--- config.mk ---
export PLATFORM = sky130hd
export DESIGN_NAME = identifier_keyword_scanner
export DESIGN_NICKNAME = d
export VERILOG_FILES = /design/src/hdl/ikw_pkg.sv /design/src/hdl/ikw_collector.sv /design/src/hdl/ikw_matcher.sv /design/src/hdl/identifier_keyword_scanner.sv
export SDC_FILE = /design/constraint.sdc
export NUM_CORES = 1
export LEC_CHECK = 0
export ABC_AREA = 1
export BUFFER_PORTS_ARGS = -buffer_cell sky130_fd_sc_hd__buf_2
export CAP_MARGIN = 15
export CORE_ASPECT_RATIO = 1.5
export CORE_MARGIN = 2
export CORE_UTILIZATION = 60
export CTS_BUF_LIST = sky130_fd_sc_hd__clkbuf_2 sky130_fd_sc_hd__clkbuf_4 sky130_fd_sc_hd__clkbuf_8
export DETAILED_ROUTE_END_ITERATION = 12
export GPL_TIMING_DRIVEN = 0
export PLACE_DENSITY = 0.8
export SLEW_MARGIN = 20
export SYNTH_ARGS = -nofsm -noshare
export SYNTH_HDL_FRONTEND = slang
export SYNTH_SLANG_ARGS = --single-unit
--- constraint.sdc ---
create_clock -name clk_i -period 12.14 [get_ports clk_i]
set_clock_uncertainty 0.1 [all_clocks]
set_input_delay 1.821 -clock clk_i [delete_from_list [all_inputs] [get_ports clk_i]]
set_output_delay 1.821 -clock clk_i [all_outputs]
set_load 0.03 [all_outputs]
--- src/hdl/ikw_pkg.sv ---
`default_nettype none
// ----------------------------------------------------------------------------
// ikw_pkg
// Shared types, character classes and the keyword table of the identifier
// and keyword scanner.
// ----------------------------------------------------------------------------
package ikw_pkg;

  localparam int unsigned PrefixDepth  = 8;
  localparam int unsigned PrefixW      = 8 * PrefixDepth;
  localparam int unsigned KwCount      = 31;
  localparam int unsigned KwIdxW       = 5;
  localparam int unsigned TokLenW      = 6;
  localparam int unsigned CoordW       = 16;

  localparam logic [7:0] CharQuestion   = 8'h3f;
  localparam logic [7:0] CharUnderscore = 8'h5f;

  // prefix holds the word's first characters, latest one in the low byte,
  // so a word of n characters lines up with a right-justified string literal
  localparam logic [PrefixW-1:0] KwText [KwCount] = '{
    64'("do"),     64'("if"),     64'("for"),    64'("int"),
    64'("char"),   64'("void"),   64'("else"),   64'("enum"),
    64'("long"),   64'("quad"),   64'("bool"),   64'("case"),
    64'("type"),   64'("goto"),   64'("uint"),
    64'("const"),  64'("float"),  64'("infer"),  64'("short"),
    64'("uchar"),  64'("ulong"),  64'("error"),  64'("while"),
    64'("return"), 64'("struct"), 64'("double"), 64'("static"),
    64'("switch"), 64'("ushort"),
    64'("default"), 64'("continue")
  };

  localparam logic [3:0] KwLen [KwCount] = '{
    4'd2, 4'd2, 4'd3, 4'd3,
    4'd4, 4'd4, 4'd4, 4'd4, 4'd4, 4'd4, 4'd4, 4'd4, 4'd4, 4'd4, 4'd4,
    4'd5, 4'd5, 4'd5, 4'd5, 4'd5, 4'd5, 4'd5, 4'd5,
    4'd6, 4'd6, 4'd6, 4'd6, 4'd6, 4'd6,
    4'd7, 4'd8
  };

  typedef struct packed {
    logic [PrefixW-1:0] prefix;
    logic [3:0]         len_lo;
    logic               long_word;
    logic               last_q;
    logic [TokLenW-1:0] len6;
    logic [CoordW-1:0]  line;
    logic [CoordW-1:0]  col;
  } cand_t;

  function automatic logic is_letter(input logic [7:0] c);
    return ((c >= 8'h41) && (c <= 8'h5a)) || ((c >= 8'h61) && (c <= 8'h7a));
  endfunction

  function automatic logic is_digit(input logic [7:0] c);
    return (c >= 8'h30) && (c <= 8'h39);
  endfunction

  function automatic logic is_start_char(input logic [7:0] c);
    return is_letter(c) || (c == CharUnderscore);
  endfunction

  function automatic logic is_word_char(input logic [7:0] c);
    return is_start_char(c) || is_digit(c) || (c == CharQuestion);
  endfunction

endpackage
`default_nettype wire

--- src/hdl/ikw_collector.sv ---
`default_nettype none
// ----------------------------------------------------------------------------
// ikw_collector
// Word collection state and the token candidate register; one character is
// taken per cycle while no candidate waits; finished words become candidates.
// ----------------------------------------------------------------------------
module ikw_collector import ikw_pkg::*; #(
  parameter int unsigned MAX_WORD_LEN = 63
) (
  input  wire logic              clk_i,
  input  wire logic              rst_ni,
  input  wire logic              char_valid_i,
  output      logic              char_ready_o,
  input  wire logic [7:0]        ch_i,
  input  wire logic [CoordW-1:0] line_i,
  input  wire logic [CoordW-1:0] col_i,
  output      logic              cand_valid_o,
  input  wire logic              cand_ready_i,
  output      cand_t             cand_o
);

  localparam int unsigned LenW = $clog2(MAX_WORD_LEN + 1);

  logic [PrefixW-1:0] prefix_q, prefix_d;
  logic [LenW-1:0]    len_q, len_d;
  logic               in_word_q, in_word_d;
  logic               last_q_q, last_q_d;
  logic [CoordW-1:0]  line_q, line_d;
  logic [CoordW-1:0]  col_q, col_d;
  logic               cand_valid_q, cand_valid_d;
  cand_t              cand_q, cand_d;

  logic               accept;
  logic               take;
  logic [LenW-1:0]    base_len;
  logic [PrefixW-1:0] base_prefix;
  logic [LenW-1:0]    take_len;
  logic [PrefixW-1:0] take_prefix;
  logic               take_last_q;
  logic [CoordW-1:0]  take_line;
  logic [CoordW-1:0]  take_col;

  function automatic cand_t make_cand(input logic [PrefixW-1:0] p,
                                      input logic [LenW-1:0]    n,
                                      input logic               lq,
                                      input logic [CoordW-1:0]  ln,
                                      input logic [CoordW-1:0]  cl);
    cand_t                   c;
    logic [LenW+TokLenW-1:0] n_ext;
    n_ext       = {{TokLenW{1'b0}}, n};
    c.prefix    = p;
    c.len_lo    = n[3:0];
    c.long_word = (n_ext > (LenW + TokLenW)'(PrefixDepth));
    c.last_q    = lq;
    c.len6      = n_ext[TokLenW-1:0];
    c.line      = ln;
    c.col       = cl;
    return c;
  endfunction

  assign char_ready_o = !cand_valid_q || cand_ready_i;
  assign accept       = char_valid_i && char_ready_o;

  assign take = in_word_q ? is_word_char(ch_i) : is_start_char(ch_i);
  assign base_len    = in_word_q ? len_q : '0;
  assign base_prefix = in_word_q ? prefix_q : '0;
  assign take_len    = base_len + LenW'(1);
  assign take_prefix = (base_len < LenW'(PrefixDepth)) ?
                       {base_prefix[PrefixW-9:0], ch_i} : base_prefix;
  assign take_last_q = (ch_i == CharQuestion);
  assign take_line   = in_word_q ? line_q : line_i;
  assign take_col    = in_word_q ? col_q : col_i;

  always_comb begin
    prefix_d     = prefix_q;
    len_d        = len_q;
    in_word_d    = in_word_q;
    last_q_d     = last_q_q;
    line_d       = line_q;
    col_d        = col_q;
    cand_valid_d = cand_valid_q && !cand_ready_i;
    cand_d       = cand_q;
    if (accept) begin
      if (take) begin
        line_d = take_line;
        col_d  = take_col;
        if (take_len >= LenW'(MAX_WORD_LEN)) begin
          cand_valid_d = 1'b1;
          cand_d       = make_cand(take_prefix, take_len, take_last_q,
                                   take_line, take_col);
          prefix_d     = '0;
          len_d        = '0;
          in_word_d    = 1'b0;
          last_q_d     = 1'b0;
        end else begin
          prefix_d  = take_prefix;
          len_d     = take_len;
          in_word_d = 1'b1;
          last_q_d  = take_last_q;
        end
      end else if (in_word_q) begin
        cand_valid_d = 1'b1;
        cand_d       = make_cand(prefix_q, len_q, last_q_q, line_q, col_q);
        prefix_d     = '0;
        len_d        = '0;
        in_word_d    = 1'b0;
        last_q_d     = 1'b0;
      end
    end
  end

  always_ff @(posedge clk_i or negedge rst_ni) begin
    if (!rst_ni) begin
      prefix_q     <= '0;
      len_q        <= '0;
      in_word_q    <= 1'b0;
      last_q_q     <= 1'b0;
      line_q       <= '0;
      col_q        <= '0;
      cand_valid_q <= 1'b0;
    end else begin
      prefix_q     <= prefix_d;
      len_q        <= len_d;
      in_word_q    <= in_word_d;
      last_q_q     <= last_q_d;
      line_q       <= line_d;
      col_q        <= col_d;
      cand_valid_q <= cand_valid_d;
    end
  end

  always_ff @(posedge clk_i) begin
    cand_q <= cand_d;
  end

  assign cand_valid_o = cand_valid_q;
  assign cand_o       = cand_q;

endmodule
`default_nettype wire

--- src/hdl/ikw_matcher.sv ---
`default_nettype none
// ----------------------------------------------------------------------------
// ikw_matcher
// Parallel compare of a finished word against the keyword table.
// ----------------------------------------------------------------------------
module ikw_matcher import ikw_pkg::*; (
  input  wire cand_t             cand_i,
  output      logic [KwIdxW-1:0] keyword_index_o
);

  logic [KwCount-1:0] hit;

  always_comb begin
    for (int i = 0; i < KwCount; i++) begin
      hit[i] = (cand_i.len_lo == KwLen[i]) && (cand_i.prefix == KwText[i]);
    end
  end

  always_comb begin
    keyword_index_o = '0;
    if (!cand_i.last_q && !cand_i.long_word) begin
      for (int i = KwCount - 1; i >= 0; i--) begin
        if (hit[i]) begin
          keyword_index_o = KwIdxW'(i + 1);
        end
      end
    end
  end

endmodule
`default_nettype wire

--- src/hdl/identifier_keyword_scanner.sv ---
`default_nettype none
// ----------------------------------------------------------------------------
// identifier_keyword_scanner
// Streaming identifier and keyword scanner: one character per transfer in,
// one token per finished word out.
// ----------------------------------------------------------------------------
// throughput: one character accepted every cycle while the output drains
// output path: the word's token is put in the candidate register when the
//   character that ends its word is accepted, then in the output register
// reset: asynchronous active low, clears the word state and both valid flags
// ----------------------------------------------------------------------------
module identifier_keyword_scanner import ikw_pkg::*; #(
  parameter int unsigned MAX_WORD_LEN = 63
) (
  input  wire logic        clk_i,
  input  wire logic        rst_ni,
  input  wire logic        s_axis_tvalid,
  output      logic        s_axis_tready,
  // ch [7:0], line_number [23:8], column [39:24]
  input  wire logic [39:0] s_axis_tdata,
  output      logic        m_axis_tvalid,
  input  wire logic        m_axis_tready,
  // keyword_index [4:0], token_length [10:5], token_line [26:11],
  // start_column [42:27], zero [47:43]
  output      logic [47:0] m_axis_tdata
);

  logic              cand_valid;
  logic              cand_ready;
  cand_t             cand;
  logic [KwIdxW-1:0] kw_idx;

  logic              out_valid_q, out_valid_d;
  logic [42:0]       out_q, out_d;

  ikw_collector #(
    .MAX_WORD_LEN(MAX_WORD_LEN)
  ) u_collector (
    .clk_i       (clk_i),
    .rst_ni      (rst_ni),
    .char_valid_i(s_axis_tvalid),
    .char_ready_o(s_axis_tready),
    .ch_i        (s_axis_tdata[7:0]),
    .line_i      (s_axis_tdata[23:8]),
    .col_i       (s_axis_tdata[39:24]),
    .cand_valid_o(cand_valid),
    .cand_ready_i(cand_ready),
    .cand_o      (cand)
  );

  ikw_matcher u_matcher (
    .cand_i         (cand),
    .keyword_index_o(kw_idx)
  );

  assign cand_ready = !out_valid_q || m_axis_tready;

  always_comb begin
    out_valid_d = out_valid_q;
    out_d       = out_q;
    if (cand_ready) begin
      out_valid_d = cand_valid;
      out_d       = {cand.col, cand.line, cand.len6, kw_idx};
    end
  end

  always_ff @(posedge clk_i or negedge rst_ni) begin
    if (!rst_ni) begin
      out_valid_q <= 1'b0;
    end else begin
      out_valid_q <= out_valid_d;
    end
  end

  always_ff @(posedge clk_i) begin
    out_q <= out_d;
  end

  assign m_axis_tvalid = out_valid_q;
  assign m_axis_tdata  = {5'b0, out_q};

endmodule
`default_nettype wire

==> impl_metrics.ini <==
[status]
status = complete, no violations

[sta]
tns_ps = 0
setup_viol = 0
finalCritPeriodShare_pct = 35.2
max_freq_mhz = 234
min_period_ps = 4270
rsz0062_at_grt = no
hold_viol = 0
relSlewSlack_pct = 30.4
slew_violations = 0
tightestPinTransition_ps = 1040

[setup_path]
worstPathArrival_ps = 2350
worstPathRequired_ps = 10220
crit_path_start_kind = primary input
cp_max_fo = 3
crit_path_end_kind = output port
critPathKind = in -> out

[floorplanning]
die_x_um = 123
dieHeight_um = 182
rows = 65
die-area_mm2 = 0.0223
fp.coreArea_mm2 = 0.0209
start_util_pct = 60.5
num_io_pins = 94

[yosys]
post-synth-top-area-fraction_pct = 34.9
synthFlopType = edfxtp_1
ys_top_cells_by_area = edfxtp_1, dfrtp_1, o21ai_0
yosys_warnings = 0
ys_seq_elements = 253
netlist_area_mm2 = 0.0127
synth_common_cells = o21ai_0, nand2_1, inv_1, edfxtp_1, nor2_1
synth_cells = 1384
synth.most_common_cell = o21ai_0
yosysTopAreaCell = edfxtp_1
synth.distinct_cells = 48
synth_edf_count = 147
ys_seq_area_share_pct = 55.9
syn_area_per_cell_um2 = 9.14
async_flop_share_pct = 41.9

[grt]
grt_pass1_wl_um = 58900
grt_max_degree = 72
antenna_found_initial = 0
grt_pass1_vias = 11000
grtUsageTotal_pct = 35.1
overflow = 0

[clock_network]
htree_levels = 2
clk_pin_slew_worst_paths_ps = 60
cts_inserted_buffers = 38
cts_tree = built
post_cts_buffers = 0
cts_hold_buf = 0
clock_latency_ps = 530
clockRootBuffer = clkbuf_8
cts-resized-gates = 0
clk_path_buf_depth = 3
cts_sinks = 253

[power]
p_leak_nw = 5.83
ir_drop_mv = 0.124
p_total_mw = 1.99
power_density_mw_per_mm2 = 138

[routing]
dr.pass1.iters = 7
ant_nets = 0
vias = 10800
drt-total-wl_um = 37400
vias_per_cell = 5.92
drt-initial-drc-count = 778
wl_per_cell_um = 20.6
drc = 0

[placement]
dp_cells = 1749
gp_congestion = 1.00
port_buffers = 88
post-dp-hpwl_um = 27600

[layout]
final_cells = 1816
drive_gt1_share_pct = 15.1
area_growth_pct = 14.0
fill_cells = 1616
nets = 1568
antennaDiodeCount = 0

[hold_path]
hp-class = reg -> reg

[run]
maxCapViolations = 0
final cells by class:
| class | instances | area, um2 | share of cell area (%) |
|---|---|---|---|
| Sequential cell | 253 | 7070 | 49.0 |
| Multi-Input combinational cell | 859 | 4500 | 31.2 |
| Inverter | 202 | 758 | 5.26 |
| Clock buffer | 47 | 609 | 4.22 |
| Timing Repair Buffer | 93 | 569 | 3.95 |
| Buffer | 74 | 355 | 2.46 |
| Tap cell | 268 | 335 | 2.32 |
| Clock inverter | 20 | 230 | 1.60 |
metrics by stage:
step | utilization, % | hold slack, ps | setup slack, ps | area (um2)
floorplan | - | 300 | 4590 | 12700
global route | 69.0 | 325 | 7850 | 14400
detailed placement | 65.0 | 305 | 7580 | 13600
global placement | 64.3 | 302 | 2310 | 13400
CTS | 69.0 | 321 | 7880 | 14400
finish | 69.0 | 319 | 7870 | 14400
logic make-up after synthesis:
logic type,synth area share (%)
adder cells (fa/ha/maj),0.297
AND/OR/NAND/NOR,17.0
other,0.0296
buffers and inverters,8.80
flip-flops,55.9
XOR/XNOR,0.0692
AO/OA/AOI/OAI,17.9
per-layer routing:
layer,up-vias,track usage (%),share of wire (%)
met1,5014,35.2,32
met3,162,8.17,7.0
met4,0,24.8,8.1
met2,513,62.4,53
met5,-,0,0
li1,5066,-,-
cells in the final DEF (no fill, tap or decap), types with 4 or more instances in the layout:
master / Yosys / routed
buf_1: 4 / 4
buf_2: 14 / 101
buf_4: 6 / 6
buf_6: 5 / 6
bufinv_16: 0 / 5
clkbuf_1: 45 / 45
clkbuf_4: 0 / 6
clkbuf_8: 0 / 41
clkinv_2: 0 / 9
conb_1: 1 / 5
dfrtp_1: 106 / 106
edfxtp_1: 147 / 147
inv_1: 200 / 200
nand2_1: 219 / 218
nand3_1: 55 / 55
nand4_1: 29 / 29
nor2_1: 108 / 107
nor2_2: 4 / 4
nor3_1: 30 / 30
nor4_1: 17 / 17
o211ai_1: 57 / 57
o21ai_0: 228 / 228
o22ai_1: 44 / 44
o22ai_2: 25 / 25
sequential cells by signal, indices dropped and copies added, names as in the netlist:
register	cells
out_q	43
m_axis_tvalid	1
u_collector.cand_valid_o	1
u_collector.in_word_q	1
u_collector.line_q	16
u_collector.prefix_q	64
u_collector.last_q_q	1
u_collector.len_q	6
u_collector.cand_o	104
u_collector.col_q	16
power breakdown:
part           internal (mW)  switching (mW)
registers              0.979          0.0218
clock network          0.440           0.335
logic                 0.0581           0.155
critical path, cell delays in order:
cell and delay [ps]:
buf_2 90, inv_1 90, nand3_1 130, buf_2 210
final timing paths:
| check | startpoint | end | slack, ps | cells after the start |
|---|---|---|---|---|
| min in group asynchronous | rst_ni | u_collector.col_q[10]$_DFFE_PN0P_ | 1090 | 1 |
| hold reg to reg | u_collector.cand_o[11]$_DFFE_PP_ | out_q[38]$_DFFE_PP_ | 320 | 0 |
| max in group asynchronous | rst_ni | u_collector.prefix_q[18]$_DFFE_PN0P_ | 10110 | 2 |
| setup reg to reg | u_collector.in_word_q$_DFFE_PN0P_ | u_collector.cand_o[87]$_DFFE_PP_ | 8680 | 8 |
| setup / recovery | m_axis_tready | s_axis_tready | 7870 | 4 |
| hold / removal | u_collector.cand_o[11]$_DFFE_PP_ | out_q[38]$_DFFE_PP_ | 320 | 0 |
No activity file was read; power rests on OpenSTA's default activity.
